## src/rtl/heu_pkg.sv

```systemverilog
package heu_pkg;

    localparam int UNIT_W    = 16;
    localparam int WIN_CELLS = 5;

    localparam logic [UNIT_W-1:0] CHAR_BSLASH  = 16'h005C;
    localparam logic [UNIT_W-1:0] CHAR_UPPER_U = 16'h0055;
    localparam logic [UNIT_W-1:0] CHAR_LOWER_U = 16'h0075;
    localparam logic [UNIT_W-1:0] CHAR_PLUS    = 16'h002B;

    // One window cell: held unit, occupancy and end-of-region mark.
    typedef struct packed {
        logic [UNIT_W-1:0] unit;
        logic              valid;
        logic              tag;
    } cell_t;

    // One result beat.
    typedef struct packed {
        logic [UNIT_W-1:0] unit;
        logic              decoded;
        logic              last;
    } result_t;

    // {ok, nibble}: ok is set for 0-9, A-F, a-f.
    function automatic logic [4:0] hex_digit(input logic [UNIT_W-1:0] c);
        logic [UNIT_W-1:0] d;
        logic              ok;
        d  = '0;
        ok = 1'b0;
        if (c >= 16'h0030 && c <= 16'h0039)
        begin
            d  = c - 16'h0030;
            ok = 1'b1;
        end
        else if (c >= 16'h0041 && c <= 16'h0046)
        begin
            d  = c - 16'h0037;
            ok = 1'b1;
        end
        else if (c >= 16'h0061 && c <= 16'h0066)
        begin
            d  = c - 16'h0057;
            ok = 1'b1;
        end
        return {ok, d[3:0]};
    endfunction

    function automatic logic is_u_letter(input logic [UNIT_W-1:0] c);
        return (c == CHAR_UPPER_U) || (c == CHAR_LOWER_U);
    endfunction

endpackage

```

## src/rtl/heu_cell.sv

```systemverilog
// One window cell: loads its right neighbor on shift, empties on clear.
module heu_cell
(
    input  logic            clk,
    input  logic            rst_n,
    input  logic            shift_en,
    input  logic            clr,
    input  heu_pkg::cell_t  nbr,
    output heu_pkg::cell_t  cur
);

    logic [heu_pkg::UNIT_W-1:0] unit_reg;
    logic [heu_pkg::UNIT_W-1:0] unit_next;
    logic                       valid_reg;
    logic                       valid_next;
    logic                       tag_reg;
    logic                       tag_next;

    always_comb
    begin
        unit_next  = unit_reg;
        valid_next = valid_reg;
        tag_next   = tag_reg;
        if (clr)
        begin
            valid_next = 1'b0;
            tag_next   = 1'b0;
        end
        else if (shift_en)
        begin
            unit_next  = nbr.unit;
            valid_next = nbr.valid;
            tag_next   = nbr.tag;
        end
    end

    always_ff @(posedge clk or negedge rst_n)
    begin
        if (!rst_n)
        begin
            valid_reg <= 1'b0;
            tag_reg   <= 1'b0;
        end
        else
        begin
            valid_reg <= valid_next;
            tag_reg   <= tag_next;
        end
    end

    always_ff @(posedge clk)
    begin
        unit_reg <= unit_next;
    end

    assign cur.unit  = unit_reg;
    assign cur.valid = valid_reg;
    assign cur.tag   = tag_reg;

endmodule

```

## src/rtl/heu_match.sv

```systemverilog
// Escape detector over five held units plus the incoming one.
module heu_match
(
    input  heu_pkg::cell_t              win [heu_pkg::WIN_CELLS],
    input  logic [heu_pkg::UNIT_W-1:0]  code_unit,
    output logic                        hit,
    output logic [heu_pkg::UNIT_W-1:0]  value
);

    logic       prefix_ok;
    logic [4:0] d2;
    logic [4:0] d3;
    logic [4:0] d4;
    logic [4:0] d5;

    always_comb
    begin
        prefix_ok = (heu_pkg::is_u_letter(win[0].unit) && win[1].unit == heu_pkg::CHAR_PLUS)
                 || (win[0].unit == heu_pkg::CHAR_BSLASH && heu_pkg::is_u_letter(win[1].unit));
        d2 = heu_pkg::hex_digit(win[2].unit);
        d3 = heu_pkg::hex_digit(win[3].unit);
        d4 = heu_pkg::hex_digit(win[4].unit);
        d5 = heu_pkg::hex_digit(code_unit);
        // window must be full: valid bits are packed toward the newest cell
        hit   = win[0].valid && prefix_ok && d2[4] && d3[4] && d4[4] && d5[4];
        value = {d2[3:0], d3[3:0], d4[3:0], d5[3:0]};
    end

endmodule

```

## src/rtl/heu_outq.sv

```systemverilog
// Two-entry result queue between the cell chain and the output port.
module heu_outq
(
    input  logic              clk,
    input  logic              rst_n,
    input  logic              push,
    input  heu_pkg::result_t  push_item,
    output logic              full,
    output logic              out_valid,
    input  logic              out_stall,
    output heu_pkg::result_t  head
);

    heu_pkg::result_t slot_reg [2];
    logic [1:0]       count_reg;
    logic [1:0]       count_next;
    logic             rd_ptr_reg;
    logic             rd_ptr_next;
    logic             wr_ptr_reg;
    logic             wr_ptr_next;
    logic             pop;

    assign pop       = out_valid && !out_stall;
    assign out_valid = (count_reg != 2'd0);
    assign full      = (count_reg == 2'd2);
    assign head      = slot_reg[rd_ptr_reg];

    always_comb
    begin
        count_next  = count_reg + {1'b0, push} - {1'b0, pop};
        rd_ptr_next = pop  ? ~rd_ptr_reg : rd_ptr_reg;
        wr_ptr_next = push ? ~wr_ptr_reg : wr_ptr_reg;
    end

    always_ff @(posedge clk or negedge rst_n)
    begin
        if (!rst_n)
        begin
            count_reg  <= 2'd0;
            rd_ptr_reg <= 1'b0;
            wr_ptr_reg <= 1'b0;
        end
        else
        begin
            count_reg  <= count_next;
            rd_ptr_reg <= rd_ptr_next;
            wr_ptr_reg <= wr_ptr_next;
        end
    end

    always_ff @(posedge clk)
    begin
        if (push)
        begin
            slot_reg[wr_ptr_reg] <= push_item;
        end
    end

endmodule

```

## src/rtl/hex_escape_to_unicode_stream.sv

```systemverilog
// Hex escape decoder for a UTF-16 stream. Code units enter one per beat; the
// block holds the five units before the current one in a chain of five cells
// and replaces any six-unit U+hhhh, u+hhhh, \uhhhh or \Uhhhh (hex digits in
// either case) by one unit with is_decoded set, matching leftmost with no
// overlap. Units that are not part of an escape leave unchanged and in order.
// Rate: one unit per clock while the output keeps up and no flush runs; a
// match or a pass-through unit does not hold up the input. A last_unit beat
// that does not complete an escape starts a flush: the chain shifts out one
// cell per clock while the queue has room, emitting every held unit, the last
// with last_out set; in_stall is high while the flush runs. Results go via a
// two-entry queue, so an input beat is still taken while one result waits.
module hex_escape_to_unicode_stream
(
    input  logic                        clk,
    input  logic                        rst_n,
    input  logic                        in_valid,
    output logic                        in_stall,
    input  logic [heu_pkg::UNIT_W-1:0]  code_unit,
    input  logic                        last_unit,
    output logic                        out_valid,
    input  logic                        out_stall,
    output logic [heu_pkg::UNIT_W-1:0]  out_unit,
    output logic                        is_decoded,
    output logic                        last_out
);

    // chain_link[i] is the content of cell i (0 = oldest); the extra top
    // entry is what the newest cell loads on a shift.
    heu_pkg::cell_t             chain_link [heu_pkg::WIN_CELLS+1];
    heu_pkg::cell_t             win        [heu_pkg::WIN_CELLS];
    heu_pkg::result_t           push_item;
    heu_pkg::result_t           head;

    logic                       accept;
    logic                       hit;
    logic                       take_hit;
    logic [heu_pkg::UNIT_W-1:0] hit_value;
    logic                       shift_en;
    logic                       q_full;
    logic                       push;
    logic                       flush_step;
    logic                       flush_reg;
    logic                       flush_next;

    assign accept     = in_valid && !in_stall;
    assign in_stall   = flush_reg || q_full;
    assign flush_step = flush_reg && !q_full;
    assign take_hit   = accept && hit;

    // Normal beats shift the new unit in; flush shifts in an empty cell.
    assign shift_en = (accept && !hit) || flush_step;

    assign chain_link[heu_pkg::WIN_CELLS].unit  = code_unit;
    assign chain_link[heu_pkg::WIN_CELLS].valid = accept;
    assign chain_link[heu_pkg::WIN_CELLS].tag   = accept && last_unit;

    genvar gi;
    generate
        for (gi = 0; gi < heu_pkg::WIN_CELLS; gi++)
        begin : g_cell
            heu_cell u_cell
            (
                .clk      (clk),
                .rst_n    (rst_n),
                .shift_en (shift_en),
                .clr      (take_hit),
                .nbr      (chain_link[gi+1]),
                .cur      (chain_link[gi])
            );
            assign win[gi] = chain_link[gi];
        end
    endgenerate

    heu_match u_match
    (
        .win       (win),
        .code_unit (code_unit),
        .hit       (hit),
        .value     (hit_value)
    );

    // Result selection: decoded unit on a match, else the unit that drops
    // out of the oldest cell. The oldest cell only carries a tag in flush.
    always_comb
    begin
        push_item = '0;
        push      = 1'b0;
        if (take_hit)
        begin
            push              = 1'b1;
            push_item.unit    = hit_value;
            push_item.decoded = 1'b1;
            push_item.last    = last_unit;
        end
        else if (shift_en && chain_link[0].valid)
        begin
            push              = 1'b1;
            push_item.unit    = chain_link[0].unit;
            push_item.decoded = 1'b0;
            push_item.last    = chain_link[0].tag;
        end
    end

    // Flush runs from an unmatched last beat until the tagged unit leaves.
    always_comb
    begin
        flush_next = flush_reg;
        if (accept && last_unit && !hit)
        begin
            flush_next = 1'b1;
        end
        else if (flush_step && chain_link[0].valid && chain_link[0].tag)
        begin
            flush_next = 1'b0;
        end
    end

    always_ff @(posedge clk or negedge rst_n)
    begin
        if (!rst_n)
        begin
            flush_reg <= 1'b0;
        end
        else
        begin
            flush_reg <= flush_next;
        end
    end

    heu_outq u_outq
    (
        .clk       (clk),
        .rst_n     (rst_n),
        .push      (push),
        .push_item (push_item),
        .full      (q_full),
        .out_valid (out_valid),
        .out_stall (out_stall),
        .head      (head)
    );

    assign out_unit   = head.unit;
    assign is_decoded = head.decoded;
    assign last_out   = head.last;

endmodule

```

## config.mk

```make
export PLATFORM = sky130hd
export DESIGN_NAME = hex_escape_to_unicode_stream
export DESIGN_NICKNAME = d
export VERILOG_FILES = /design/src/rtl/heu_pkg.sv /design/src/rtl/heu_cell.sv /design/src/rtl/heu_match.sv /design/src/rtl/heu_outq.sv /design/src/rtl/hex_escape_to_unicode_stream.sv
export SDC_FILE = /design/constraint.sdc
export NUM_CORES = 1
export LEC_CHECK = 0
export BUFFER_PORTS_ARGS = -buffer_cell sky130_fd_sc_hd__buf_2
export CAP_MARGIN = 10
export CORE_MARGIN = 2
export CORE_UTILIZATION = 45
export CTS_CLUSTER_SIZE = 16
export DETAILED_ROUTE_END_ITERATION = 6
export PLACE_DENSITY = 0.66
export SLEW_MARGIN = 20
export SYNTH_ARGS = -nofsm -noshare
export SYNTH_HDL_FRONTEND = slang
export SYNTH_HIERARCHICAL = 1
export SYNTH_SLANG_ARGS = --single-unit
```

## constraint.sdc

```tcl
create_clock -name clk -period 7.7 [get_ports clk]
set_input_delay 0.385 -clock clk [delete_from_list [all_inputs] [get_ports clk]]
set_output_delay 0.385 -clock clk [all_outputs]
set_load 0.05 [all_outputs]
```

Yosys cells after proc, flatten, opt, wreduce, memory -nomap -nowiden
Memory sizes are Yosys's and may differ from the RTL's.
Index checks and enable logic that the tools add are counted.
- register bits: 95
- memory bits (writable): 36
- bits of input ports: 21
- word-level logic and storage cells: 162
- memories: 1
- add/sub/neg operators: 14
- magnitude comparators: 24
- equal/unequal tests: 7
- multiplexer cells: 52
- bitwise operators: 3
- reductions and logical operators: 42
- memories (memory ; depth ; width ; rd ports ; clocked after Yosys merged registers in ; wr ports ; line ; source):
    u_outq.slot_reg ; 2 ; 18 ; 1 ; 0 ; 1 ; heu_outq.sv:14 ; heu_pkg::result_t slot_reg [2];
- operator list (operator ; number):
    greater-or-equal comparator 16 x 7 -> 1 bit, second input constant ; 8
    <= comparator 16 x 7 -> 1 bit, second input constant ; 8
    equality test 16 x 7 -> 1 bit, second input constant ; 5
    greater-or-equal comparator 16 x 6 -> 1 bit, second input constant ; 4
    <= comparator 16 x 6 -> 1 bit, second input constant ; 4
    two-way mux 4 bit ; 12
    two-way mux 1 bit ; 38
    two-way mux 18 bit ; 2
    subtractor 4 x 3 -> 4 bit, second input constant ; 8
    logical AND 1 bit ; 29
    equality test 16 x 6 -> 1 bit, second input constant ; 1
    subtractor 4 x 1 -> 4 bit, second input constant ; 4
    nonzero test 2 bit ; 3
    logical OR 1 bit ; 5
    logical NOT 1 bit ; 4
    NOT 1 bit ; 3
    adder 2 x 1 -> 2 bit ; 1
    equality test 2 bit, second input constant ; 1
    AND reduction 2 bit ; 1
    subtractor 2 x 1 -> 2 bit ; 1

Depth between registers and ports, before layout
Gate-level depths: netlist of run 1.
- depth after elaboration: 17
- mapped depth: 13

By module
The synthesis of run 1 kept the hierarchy.
- by module, submodules not included (module ; times used ; cells each ; area each (sq um)):
    heu_cell ; 5 ; 25 ; 579.3
    heu_outq ; 1 ; 74 ; 1552.7
    heu_match ; 1 ; 121 ; 842.1
    hex_escape_to_unicode_stream ; 1 ; 35 ; 281.5

Worst setup path before layout of run 1
No wires, ideal clock.
- path type: input to register
- start: input code_unit[8] (netlist name)
- end: memory u_outq/slot_reg[0][0] (netlist name) (enable)
- library setup time: 395 ps
- arrival: 3416 ps
- data required time: 7305 ps
- slack: 3889 ps
- stages on the path: 9
- path buffers: 1
- cells stage by stage: or4_4 -> nor4_4 -> o21ai_2 -> or4_1 -> nor3_2 -> and3_1 -> buf_6 -> or2_1 -> nor2b_1
- longest elaborated chain between the ends: 14
- elaborated cells between the ends (all ways): 22
- classes of those cells: order compare (6); mux (7); reduce/logical (9)
- ends and longest elaborated chain (item ; line ; source):
    start: declaration ; hex_escape_to_unicode_stream.sv:18 ; input logic [heu_pkg::UNIT_W-1:0] code_unit,
    greater-or-equal comparator 16 x 7 -> 1 bit / <= comparator 16 x 7 -> 1 bit (equally long branches) ; heu_pkg.sv:41 ; else if (c >= 16'h0061 && c <= 16'h0066)
    logical AND 1 bit ; heu_pkg.sv:41 ;
    two-way mux 1 bit ; heu_pkg.sv:41 ;
    two-way mux 1 bit ; heu_pkg.sv:36 ; else if (c >= 16'h0041 && c <= 16'h0046)
    two-way mux 1 bit * ; heu_pkg.sv:31 ; if (c >= 16'h0030 && c <= 16'h0039)
    logical AND 1 bit * ; heu_match.sv:25 ; hit = win[0].valid && prefix_ok && d2[4] && d3[4] && d4[4] && d5[4];
    via hit ; hex_escape_to_unicode_stream.sv:35 ; logic hit;
    logical NOT 1 bit ; hex_escape_to_unicode_stream.sv:51 ; assign shift_en = (accept && !hit) || flush_step;
    logical AND 1 bit ; hex_escape_to_unicode_stream.sv:51 ;
    logical OR 1 bit ; hex_escape_to_unicode_stream.sv:51 ;
    logical AND 1 bit ; hex_escape_to_unicode_stream.sv:95 ; else if (shift_en && chain_link[0].valid)
    two-way mux 1 bit ; hex_escape_to_unicode_stream.sv:95 ;
    two-way mux 1 bit * ; hex_escape_to_unicode_stream.sv:88 ; if (take_hit)
    via push ; hex_escape_to_unicode_stream.sv:40 ; logic push;
    two-way mux 1 bit * ; heu_outq.sv:53 ; if (push)
    two-way mux 1 bit (not written as such) * ; heu_outq.sv:55 ; slot_reg[wr_ptr_reg] <= push_item;
    end: declaration ; heu_outq.sv:14 ;
Mark *: on every way through the listed nets, which the timed path passes. The rest lies on a longest branch.

Worst setup path in the final report of run 1
- start: register g_cell[4].u_cell/unit_reg[0] (netlist name)
- end: memory u_outq/slot_reg[1][6] (netlist name) (enable)
- longest elaborated chain between the ends: 15
- elaborated cells between the ends (all ways): 23
- classes of those cells: order compare (6); mux (7); reduce/logical (10)
- ends and longest elaborated chain (item ; line ; source):
    start: declaration ; heu_cell.sv:12 ; logic [heu_pkg::UNIT_W-1:0] unit_reg;
    start signal: assignment ; heu_cell.sv:53 ; unit_reg <= unit_next;
    greater-or-equal comparator 16 x 7 -> 1 bit / <= comparator 16 x 7 -> 1 bit (equally long branches) ; heu_pkg.sv:41 ;
    logical AND 1 bit ; heu_pkg.sv:41 ;
    two-way mux 1 bit ; heu_pkg.sv:41 ;
    two-way mux 1 bit ; heu_pkg.sv:36 ;
    two-way mux 1 bit * ; heu_pkg.sv:31 ;
    logical AND 1 bit * (2 in series) ; heu_match.sv:25 ;
    via hit ; hex_escape_to_unicode_stream.sv:35 ;
    logical NOT 1 bit ; hex_escape_to_unicode_stream.sv:51 ;
    logical AND 1 bit ; hex_escape_to_unicode_stream.sv:51 ;
    logical OR 1 bit ; hex_escape_to_unicode_stream.sv:51 ;
    logical AND 1 bit ; hex_escape_to_unicode_stream.sv:95 ;
    two-way mux 1 bit ; hex_escape_to_unicode_stream.sv:95 ;
    two-way mux 1 bit * ; hex_escape_to_unicode_stream.sv:88 ;
    via push ; hex_escape_to_unicode_stream.sv:40 ;
    two-way mux 1 bit * ; heu_outq.sv:53 ;
    two-way mux 1 bit (not written as such) * ; heu_outq.sv:55 ;
Marked as above.

==> results by stage, run 1 <==
Routing:
- Dividing the detail-routed wire length by the instance count gives 16.1 µm.
- The first TritonRoute pass finished after 4 iterations.
- The final wirelength is 9510 µm.
- The final route contains 3039 vias.
- The highest metal layer carrying signal wires in the routed design is met4.
- After detailed routing, the met2 layer carries 4750 µm of wire.
- Once detail routing completed, the nets flagged for antenna violations numbered 0.
- In the routed design, unresolved DRC markers number 0.
- The via density per instance is 5.15.
- In the final routing, the length of wire on met1 measures 3900 µm.
- The initial detailed-routing violation count is 157.
- The sum of met3 wire segment lengths after detailed routing is 650 µm.

Logic synthesis:
- The mapped cell area is 5570 µm².
- The number of flip-flops and latches in the synthesized netlist is 131.
- For this run, the number of Yosys warnings is 6.
- The number of nets in the synthesized netlist is 390.
- For this run, asynchronously set or reset flops after synthesis account for 0.115.
- Synthesis instantiated 50 different standard cells from the library.
- The post-synthesis cell count is 355.
- Sorting the synthesized cells by area gives the leading types as edfxtp_1, dfrtp_1, a22o_1.
- The share of the Yosys chip area taken by registers is 0.692.
- Sorting the synthesized cells by how often they occur yields edfxtp_1, nor2_1, a22o_1.
- In the synthesized netlist the dominant register cell turns out to be edfxtp_1.
- The post-synthesis average cell area is 15.7 µm².
- The area share of the largest cell type after synthesis is 0.625.
- The cell taking the most area after synthesis is edfxtp_1.
- The number of enable-type register cells in the synthesized netlist is 116.
- The most common cell in the synthesized netlist is edfxtp_1.

Hold path:
- The count of cells along the worst hold path is 1.
- The min-delay analysis places its worst path in the category in2reg.
- The worst hold path begins at code_unit[14].
- The worst hold path terminates at g_cell[4].u_cell/unit_reg[14].

Outcome:
- The flow ran to the end, and the final reports show no timing, DRC or antenna violations.

Critical path:
- On the worst path, the slowest cell contributes a delay of 700 ps.
- Across all register-to-register paths, the minimum setup slack is 3510 ps.
- Counting cells, the worst reg-to-reg path comes to 10.
- The required time of the critical path is 7730 ps.
- The critical path arrival is 4220 ps.
- The worst-path cell with the longest stage delay is and2_1.
- The family with the most delay on the worst path is simple AND/OR/NAND/NOR gates.
- The endpoint identified for the worst register-to-register timing path is u_outq/slot_reg[1][6].
- The count of buffer and inverter cells on the critical path is 1.
- STA classifies the critical path endpoint as a flip-flop.
- In this run the worst path has a maximum fanout of 34.
- The worst setup path is launched from a flip-flop.
- The signal on the critical path passes through inv_1 > ha_1 > or3b_2 > nand3_1 > a311oi_1 > o22ai_1 > nor3_2 > and3_2 > or2_1 > and2_1.
- The launching point of the worst reg2reg path is g_cell[4].u_cell/unit_reg[0].
- The worst setup path is of the reg2reg kind.

Floorplanning:
- In this run the count of I/O pins placed on the die edge is 41.
- The site row count is 40.
- For this configuration, the core starts out at a cell density of 0.462.
- From left edge to right edge, the die measures 115 µm.
- The die covers 13300 µm².
- The total core area is 12100 µm².
- The height of the chip is 115 µm.

Final layout:
- Relative to the synthesized area, the layout overhead comes to 17.5%.
- 0 antenna diodes ended up in the layout.
- The register with the most flip-flops in the layout has 80 of them.
- The proportion of layout cells with a drive suffix above 1 is 0.251.
- Once layout is done, the placed cells without fillers occupy 6550 µm².
- After the last flow step, the layout net total stands at 444.

Global route:
- The global-route usage over all layers is 0.161.
- The first global-routing pass estimated 15400 µm of wire.
- The number of global-route vias before repair came to 3057.
- The global-route congestion overflow total is 0.
- Entering global routing, the biggest net connects 35 pins.
- The initial antenna violation count is 0.

Timing:
- The hold violation count in the final report is 0.
- Counting I/O delays and the setup requirement, the final critical path takes 4190 ps.
- Setup violations remaining at the end of the flow were counted as 0.
- The worst pin sits at a relative slew slack of 0.373.
- Setup repair after global routing left no endpoint under its margin.
- The actual transition at the worst max-transition pin is 940 ps.
- The final count of pins violating max slew came to 0.
- The clock skew is 10.1 ps.
- The maximum clock rate is 239 MHz.
- The final clock period utilization by the worst path is 0.544.
- Summed over all failing endpoints, the final setup total negative slack is 0 ps.

Clock network:
- The maximum buffer depth of the clock tree is 2.
- The CTS clock-pin slew for the worst setup and hold paths is 60 ps.
- For this design, the sink count on the clock tree is 131.
- Post-CTS timing repair inserted 0 buffers for setup.
- The H-tree was split into 4 levels.
- The root buffer selected by CTS is clkbuf_16.
- In this run, post-CTS repair resized a total of 0 instances.
- TritonCTS built the clock tree.
- The number of buffers inserted for hold repair after clock tree synthesis is 1.
- The total clock buffers created by CTS is 17.
- The later pin in the worst-skew pair is clocked with a latency of 410 ps.

Place:
- Once placement finished, the instance area stood at 5920 µm².
- Routability-driven placement finished with a final weighted congestion of 0.779.
- In this run the tool buffered the top-level ports with 40 buffer cells.
- Detailed placement ended at an HPWL of 6910 µm.

Power:
- IR analysis of the VDD net gives a maximum drop of 0.169 mV.
- Power spread over the standard cell area amounts to 424 nW/µm².
- The total power of the final layout is 0.00278 W.
- The total leakage power is 2.58 nW.

Run:
- The number of max-capacitance violations reported is 0.
==> metrics by stage <==
| step | cells | util | setup WS (ps) | hold slack (ps) |
|---|---|---|---|---|
| 5_1_grt | 590 | 0.543 | 3220 | 147 |
| 2_1_floorplan | 355 | - | 3890 | 89.4 |
| 4_1_cts | 590 | 0.543 | 3140 | 145 |
| 3_3_place_gp | 557 | 0.490 | 3090 | 302 |
| 6_report | 590 | 0.543 | 3510 | 162 |
| 3_5_place_dp | 557 | 0.491 | 2950 | 303 |
==> cells by family after synthesis <==
kind of cell / Yosys count / share of synthesized area
flip-flops: 131 / 0.692
XOR/XNOR: 4 / 0.00629
buffers and inverters: 34 / 0.0373
multiplexers: 31 / 0.0662
adder cells (fa/ha/maj): 14 / 0.0314
AND/OR/NAND/NOR: 90 / 0.0934
AO/OA/AOI/OAI: 51 / 0.0730
==> cells in the final DEF (no fill, tap or decap), types with 9 or more instances in the layout <==
cell and n:
nand2_1 11, nand3_1 10, mux2i_1 11, dfrtp_1 15
buf_4 9, nor2_1 20, clkbuf_16 17, ha_1 14
buf_2 40, inv_1 19, mux2_2 11, a22o_1 20
mux2_4 9, edfxtp_1 116
==> worst max-delay path by stage <==
stage	start	end	slack [ps]	depth (start not counted)
after CTS	g_cell[4].u_cell/unit_reg[0]	u_outq/slot_reg[1][1]	3140	10
final	g_cell[4].u_cell/unit_reg[0]	u_outq/slot_reg[1][6]	3510	10
after floorplan	code_unit[8]	u_outq/slot_reg[0][0]	3890	9
after global placement	code_unit[8]	u_outq/slot_reg[1][6]	3090	9
after detailed placement	code_unit[8]	u_outq/slot_reg[1][2]	2950	9
after global routing	g_cell[4].u_cell/unit_reg[1]	u_outq/slot_reg[1][12]	3220	10
==> final cells by class <==
cell class	count	area (µm²)
multi-input combinational	190	1510
timing repair buffer	50	278
clock buffer	19	433
sequential	131	3860
clock inverter	13	189
fill	980	5510
tap	168	210
inverter	19	71.3
==> where the power goes <==
part / total [W] / internal, W / switching (W)
Sequential: 0.00135 / 0.00115 / 0.000193
Combinational: 0.000589 / 0.000212 / 0.000377
Clock: 0.000840 / 0.000567 / 0.000272
==> per-layer routing <==
| metal | vias up | GRT usage |
|---|---|---|
| met5 | - | 0 |
| met4 | 0 | 0.0843 |
| met3 | 19 | 0.0464 |
| met2 | 89 | 0.269 |
| met1 | 1458 | 0.191 |
| li1 | 1473 | - |
No activity file was read; power rests on OpenSTA's default activity.
==> inputs of run 2 (changes only) <==
==> constraint.sdc (replaced) <==
create_clock -name clk -period 3.95 [get_ports clk]
set_input_delay 0.1975 -clock clk [delete_from_list [all_inputs] [get_ports clk]]
set_output_delay 0.1975 -clock clk [all_outputs]
set_load 0.05 [all_outputs]
==> run 2 against run 1 <==
First-iteration DRC count grew 24%. Global-route usage shrank 1.4 points. Clock skew is essentially flat. Die area is the same. Sequential power grew 94%. Count of clock-buffer cells in the layout shrank 2. Cell count grew 2.5%. Combinational power grew 94%. Worst setup slack lost 3200 ps. Power grew 92%. Sequential cell count is the same. Routed wire length shrank 4.3%.
==> results by stage, run 2 (synthesis gave the netlist of run 1 again) <==
Outcome:
- The run finished with clean final reports.

Timing:
- Setup repair after global routing left no endpoint under its margin.
- The routed design could run at a clock period as short as 3670 ps.
- The final count of pins violating max slew is 0.
- The clock skew is 9.93 ps.
- Of the available clock period, the critical path in the final layout requires 0.929.
- Derived from the worst setup path, the maximum achievable clock frequency is 273 MHz.
- Setup violations remaining at the end of the flow were counted as 0.
- The hold violation count in the final report is 0.
- For the pin with the worst max-slew slack, the measured transition is 932 ps.
- The sum of negative setup slack is 0 ps.
- The tightest slew margin relative to the limit is 0.378.

Clock network:
- The total clock buffers created by CTS is 17.
- After clock tree synthesis, the clock-pin slew on the worst setup and hold paths is 60 ps.
- Once the clock tree was built, the setup fixing pass inserted 0 buffers.
- The cell sitting at the root of the clock tree is a clkbuf_16.
- TritonCTS built the clock tree.
- The clock sink count is 131.
- The clock latency of the later-clocked register in the worst-skew pair is 400 ps.
- The maximum buffer depth of the clock tree is 2.
- The H-tree generated during clock tree synthesis spans 4 levels.

Final layout:
- The number of nets in the layout is 459.
- The synthesis-to-finish area growth is 19.7%.
- Of the cells placed in the final design, the portion with a size suffix greater than 1 is 0.263.
- Summing all flip-flop and latch instances after layout gives 3860 µm².
- The number of flip-flops under the largest register name is 80.
- The combined area of the multi-input logic cells is 1510 µm².
- In the layout the commonest cells are edfxtp_1, buf_2, nor2_1, a22o_1, inv_1.
- The count of filler cells inserted in the layout is 951.
- The number of antenna repair diodes is 0.
- Leaving out fill and tap cells, the most frequent cell in the layout is edfxtp_1.

Floorplanning:
- The count of pins on the block boundary is 41.
- The total core area is 12100 µm².
- The horizontal extent of the die is 115 µm.
- The die covers 13300 µm².
- In this run the vertical extent of the chip is 115 µm.
- For this configuration, the core starts out at a cell density of 0.462.
- The site row count is 40.

Critical path:
- In this run the worst path has a maximum fanout of 18.
- Measured in cells, the most critical reg-to-reg path has a length of 9.
- STA puts the critical path data arrival time at 3780 ps.
- The slowest stage of the critical path is the or4_1 cell.
- STA puts the critical path data required time at 4060 ps.
- Together, buffers and inverters on the worst path number 2.
- The endpoint kind of the worst setup timing path is a flip-flop.
- The worst register-to-register path begins at g_cell[3].u_cell/unit_reg[2].
- The stage delay of the slowest cell on the critical path is 560 ps.
- The destination of the worst register-to-register timing path is u_outq/slot_reg[1][3].
- The worst setup path is launched from an input port.
- The worst register-to-register path has a setup slack of 520 ps.
- The critical path is of the in2reg type.
- The critical path goes through dlygate4sd3_1 > buf_2 > or4_4 > nor4_4 > o21ai_2 > or4_1 > nor3_2 > nor2b_1 > o211a_2 > or2_1 > and2_2.
- The family with the most delay on the worst path is simple AND/OR/NAND/NOR gates.

Global route:
- The global-route congestion overflow total is 0.
- Entering global routing, the biggest net connects 34 pins.
- Across every metal layer, demand over resource in global routing totals 0.148.
- The global-route wire length before repair is 14700 µm.
- The number of global-route vias before repair is 3128.
- The initial antenna violation count is 0.

Routing:
- The initial detailed-routing violation count is 195.
- Using the TritonRoute via totals, the vias-per-cell ratio works out to 5.05.
- For this block, the routed nets add up to 9110 µm of wire.
- The number of antenna-violating nets in the routed design is 0.
- The detailed router placed 3056 vias in this run.
- The detailed-route wire length per cell is 15.1 µm.
- For this run, the detailed router's first-pass iteration total came to 4.
- The final routed DRC violation total is 0.

Run:
- The number of max-capacitance violations reported is 0.

Power:
- The worst voltage drop across the vdd grid is 0.338 mV.
- Power spread over the standard cell area amounts to 800 nW/µm².
- Of the total power, the clock network draws 0.294.
- The part of the power in registers is 0.492.
- The net switching power is 0.00166 W.
- The analysis attributes to cell leakage a power of 2.63 nW.
- The internal power component is 0.00367 W.
- The share of total power dissipated in combinational logic is 0.214.
- The switching power as a share of total power is 0.312.
- The total power of the final layout is 0.00534 W.

Hold path:
- The origin of the worst min-delay path is code_unit[10].
- Along the worst hold path, the cell count comes to 1.
- The path with the worst hold slack has its endpoint at g_cell[4].u_cell/unit_reg[10].
- The worst min-delay path category is in2reg.

Place:
- Detailed placement finished with a half-perimeter wire length of 6520 µm.
- In this run the tool buffered the top-level ports with 40 buffer cells.
- The routability-driven placement congestion ratio is 0.819.
==> run 2: cell count changes in the layout (fill, tap and decap cells not counted), sizes merged <==
cell / delta
buf: +5
bufinv: -2
clkbuf: -2
clkinvlp: +2
dlygate4sd3: +10
inv: +2
==> run 2: worst max path at each step <==
| stage | startpoint | depth (start not counted) | slack [ps] | to |
|---|---|---|---|---|
| floorplan | g_cell[2].u_cell/unit_reg[1] | 10 | 200 | u_outq/slot_reg[0][0] |
| global placement | code_unit[8] | 9 | 360 | u_outq/slot_reg[1][4] |
| detailed placement | code_unit[8] | 9 | 220 | u_outq/slot_reg[1][4] |
| CTS | code_unit[8] | 10 | 80 | u_outq/slot_reg[1][12] |
| global route | code_unit[8] | 11 | 110 | u_outq/slot_reg[1][3] |
| finish | code_unit[8] | 11 | 280 | u_outq/slot_reg[1][3] |
==> run 2: routing by layer <==
metal,wire length (µm),vias to the layer above,global-route usage,part of all wire
li1,-,1504,-,-
met1,3820,1460,0.179,0.42
met2,4570,85,0.254,0.50
met3,642,7,0.0358,0.070
met4,78,0,0.0610,0.0086
met5,0,-,0,0
==> run 2: power by group through the flow <==
| stage | clock [W] | sequential [W] | combinational [W] |
|---|---|---|---|
| finish | 0.00157 | 0.00262 | 0.00114 |
| global route | 0.00167 | 0.00270 | 0.00124 |
| CTS | 0.00160 | 0.00263 | 0.00115 |
| detailed placement | 0 | 0.00265 | 0.00114 |
| global placement | 0 | 0.00263 | 0.00111 |
| floorplan | 0 | 0.00250 | 0.000979 |
==> run 2: final cells by class <==
type / count / share of cell area
inverters: 19 / 0.0107
clock inverters: 15 / 0.0276
repair buffers: 65 / 0.0623
multi-input cells: 190 / 0.226
flip-flops and latches: 131 / 0.578
well taps: 168 / 0.0315
clock buffers: 17 / 0.0638
==> run 2: timing repair <==
action,CTS,global route
hold buffers,11,0
hold endpoints to repair,25,0
setup endpoints to repair,0,18
resized for setup,0,1
==> run 2: through the flow <==
step | std cells | cell area (µm²) | setup WS, ps | hold slack [ps] | util
2_1_floorplan | 355 | 5570 | 205 | -98.1 | -
3_3_place_gp | 562 | 5950 | 361 | 121 | 0.493
3_5_place_dp | 562 | 5950 | 220 | 118 | 0.493
4_1_cts | 605 | 6670 | 84.7 | 2.91 | 0.553
5_1_grt | 605 | 6670 | 107 | 12.9 | 0.553
6_report | 605 | 6670 | 281 | 19.2 | 0.553
==> inputs of run 3 (changes only) <==
--- a/config.mk
+++ b/config.mk
@@ -7,11 +7,13 @@
 export LEC_CHECK = 0
 export BUFFER_PORTS_ARGS = -buffer_cell sky130_fd_sc_hd__buf_2
 export CAP_MARGIN = 10
+export CELL_PAD_IN_SITES_DETAIL_PLACEMENT = 2
+export CELL_PAD_IN_SITES_GLOBAL_PLACEMENT = 2
 export CORE_MARGIN = 2
-export CORE_UTILIZATION = 45
+export CORE_UTILIZATION = 44
 export CTS_CLUSTER_SIZE = 16
 export DETAILED_ROUTE_END_ITERATION = 6
-export PLACE_DENSITY = 0.66
+export PLACE_DENSITY_LB_ADDON = 0.12
 export SLEW_MARGIN = 20
 export SYNTH_ARGS = -nofsm -noshare
 export SYNTH_HDL_FRONTEND = slang
==> constraint.sdc (replaced) <==
create_clock -name clk -period 3.8 [get_ports clk]
set_input_delay 0.19 -clock clk [delete_from_list [all_inputs] [get_ports clk]]
set_output_delay 0.19 -clock clk [all_outputs]
set_load 0.05 [all_outputs]
==> run 3 against run 2 <==
Via count up 5.9%. Count of clock-buffer cells in the layout rose by 12. Clock skew is 1.1 ps lower. Design area rose by 0.13%.
==> results by stage, run 3 (synthesis gave the netlist of run 1 again) <==
Outcome:
- The flow ran to the end, and the final reports show no timing, DRC or antenna violations.

Hold path:
- In this run the most critical hold path is launched from code_unit[3].
- The count of cells along the worst hold path is 1.
- The end of the worst hold path is g_cell[4].u_cell/unit_reg[3].
- In this run the worst hold path is classified as in2reg.

Global route:
- The global-route congestion overflow total is 0.
- The global-route wire length before repair is 20500 µm.
- The initial antenna violation count is 0.
- The global-route usage over all layers is 0.212.
- The number of global-route vias before repair came to 3588.
- Entering global routing, the biggest net connects 34 pins.

Final layout:
- The most common cell after layout, fill and taps aside is edfxtp_1.
- Relative to the synthesized area, the layout overhead comes to 19.9%.
- Leaving out fill and tap cells, the most frequent cells in the layout are edfxtp_1, buf_2, nor2_1, a22o_1.
- 0 antenna diodes ended up in the layout.
- The register with the most flip-flops in the layout has 80 of them.
- At the end of the flow the core is filled with cells to 0.534.
- The proportion of layout cells with a drive suffix above 1 is 0.253.
- The number of nets in the layout is 464.

Critical path:
- The kind of start point of the critical path is an input port.
- Along the worst path, the maximum fanout reaches 18.
- The launching point of the worst reg2reg path is g_cell[2].u_cell/unit_reg[1].
- STA classifies the critical path endpoint as a flip-flop.
- The number of cell instances on the worst register-to-register path is 13.
- The critical path arrival is 3780 ps.
- In this run the register-to-register setup slack is 270 ps.
- Data on the critical path is required at its endpoint by 3950 ps.
- The critical path is of the in2reg type.
- The endpoint identified for the worst register-to-register timing path is u_outq/slot_reg[0][4].

Clock network:
- Clock tree synthesis found a total of 131 sinks.
- Clock tree synthesis inserted a total of 17 buffers.
- Once the clock tree was built, the setup fixing pass inserted 0 buffers.
- The root buffer selected by CTS is clkbuf_16.
- Clock-pin slew was measured on the worst setup and hold paths at 50 ps.
- The CTS tree is yes.
- Clock latency on the worst-skew pair, taken at its later pin, is 420 ps.
- The H-tree level count is 4.
- No sink is reached through more buffers than the 2 on the longest clock path.

Routing:
- The final routed DRC violation total is 0.
- For this block, the initial DRC count from the detailed router was 185.
- The number of antenna-violating nets in the routed design is 0.
- The overall via count from detail_route is 3237.
- After detailed routing, the number of vias per cell comes to 5.27.
- The final layout contains routed wiring with a total length of 13200 µm.
- After detailed routing, the average wire length per cell comes to 21.5 µm.
- The number of search-and-repair iterations in the first detailed-routing pass is 4.

Place:
- The routability-driven placement congestion ratio is 0.801.
- Detailed placement finished with a half-perimeter wire length of 9340 µm.
- The count of buffers added on input and output ports is 40.

Run:
- Max-cap violations in this run came to 0.

Timing:
- The shortest clock period the worst path allows after layout is 3630 ps.
- Derived from the worst setup path, the maximum achievable clock frequency is 275 MHz.
- The final count of pins violating max slew came to 0.
- Of the available clock period, the critical path in the final layout requires 0.956.
- On the final layout, the worst clock skew is 8.83 ps.
- The hold violation count in the final report came to 0.
- Setup repair after global routing left no endpoint under its margin.
- The tightest slew margin relative to the limit is 0.385.
- At the pin with the least slew margin, the transition time is 923 ps.
- The total setup violations reported at the end of the flow is 0.
- After routing, the total negative slack on setup checks comes to 0 ps.

Floorplanning:
- The initial utilization of the core area, before any placement, comes to 0.445.
- In this run the core area contains 41 standard-cell rows.
- The count of pins on the block boundary is 41.
- The floorplan step defined a core boundary enclosing 12500 µm².
- The height of the chip is 117 µm.
- The horizontal extent of the die is 117 µm.
- The area of the die is 13600 µm².

Power:
- The total power of the final layout is 0.00563 W.
- The areal power density over the cells is 843 nW/µm².
- The analysis attributes to cell leakage a power of 2.66 nW.
- The worst voltage drop across the vdd grid is 0.366 mV.
==> run 3: changes by cell type in the layout (fill, tap and decap cells not counted), moves of 3 or more <==
cell / previous run / this run
bufinv_16: 3 / 0
clkinv_4: 6 / 0
clkbuf_8: 0 / 3
dlygate4sd3_1: 11 / 14
clkbuf_1: 0 / 7
==> run 3: layout make-up <==
type / count / area (µm²)
clock inverter: 3 / 15.0
inverter: 19 / 71.3
tap: 172 / 215
sequential: 131 / 3860
fill: 1174 / 5840
clock buffer: 29 / 543
timing repair buffer: 70 / 460
multi-input combinational: 190 / 1520
==> run 3: timing repair <==
item / 4_1_cts / 5_1_grt
hold buffers: 14 / 0
endpoints found under the hold margin: 28 / 0
gates resized for setup: 0 / 4
endpoints found under the setup margin: 0 / 117
==> run 3: worst max-delay path: stages <==
cell,delay (ps)
dlygate4sd3_1,530
buf_2,130
or4_4,430
nor4_4,390
o21ai_2,150
or4_1,600
nor3_4,280
nor2b_1,110
o211a_2,260
or2_1,220
buf_4,150
nor2b_1,120
buf_4,220
==> run 3: per-stage QoR <==
step | worst slack, ps | cell area, µm² | hold WS, ps | std cells
after floorplan | 54.9 | 5570 | -106 | 355
after global placement | 182 | 5970 | 116 | 568
after detailed placement | 49.2 | 5970 | 117 | 568
after CTS | 20.9 | 6670 | 6.53 | 614
after global routing | 21.1 | 6680 | 23.3 | 614
final | 168 | 6680 | 22.9 | 614
==> run 3: worst max-delay path by stage <==
stage / from / endpoint / slack, ps / depth (start not counted)
floorplan: g_cell[2].u_cell/unit_reg[1] / u_outq/slot_reg[0][0] / 50 / 10
global placement: code_unit[8] / u_outq/slot_reg[1][6] / 180 / 9
detailed placement: code_unit[8] / u_outq/slot_reg[1][3] / 50 / 9
CTS: code_unit[9] / u_outq/slot_reg[1][4] / 20 / 10
global route: code_unit[9] / u_outq/slot_reg[0][3] / 20 / 13
finish: code_unit[9] / u_outq/slot_reg[0][4] / 170 / 13
==> run 3: layer usage <==
| metal | share of wire | vias up | global-route usage |
|---|---|---|---|
| li1 | - | 1506 | - |
| met1 | 0.42 | 1633 | 0.248 |
| met2 | 0.53 | 76 | 0.382 |
| met3 | 0.029 | 22 | 0.0451 |
| met4 | 0.020 | 0 | 0.0808 |
| met5 | 0 | - | 0 |
==> run 3: where the power goes <==
group / internal, W / switching [W]
Sequential: 0.00235 / 0.000475
Combinational: 0.000453 / 0.000824
Clock: 0.000962 / 0.000572
Total: 0.00376 / 0.00187
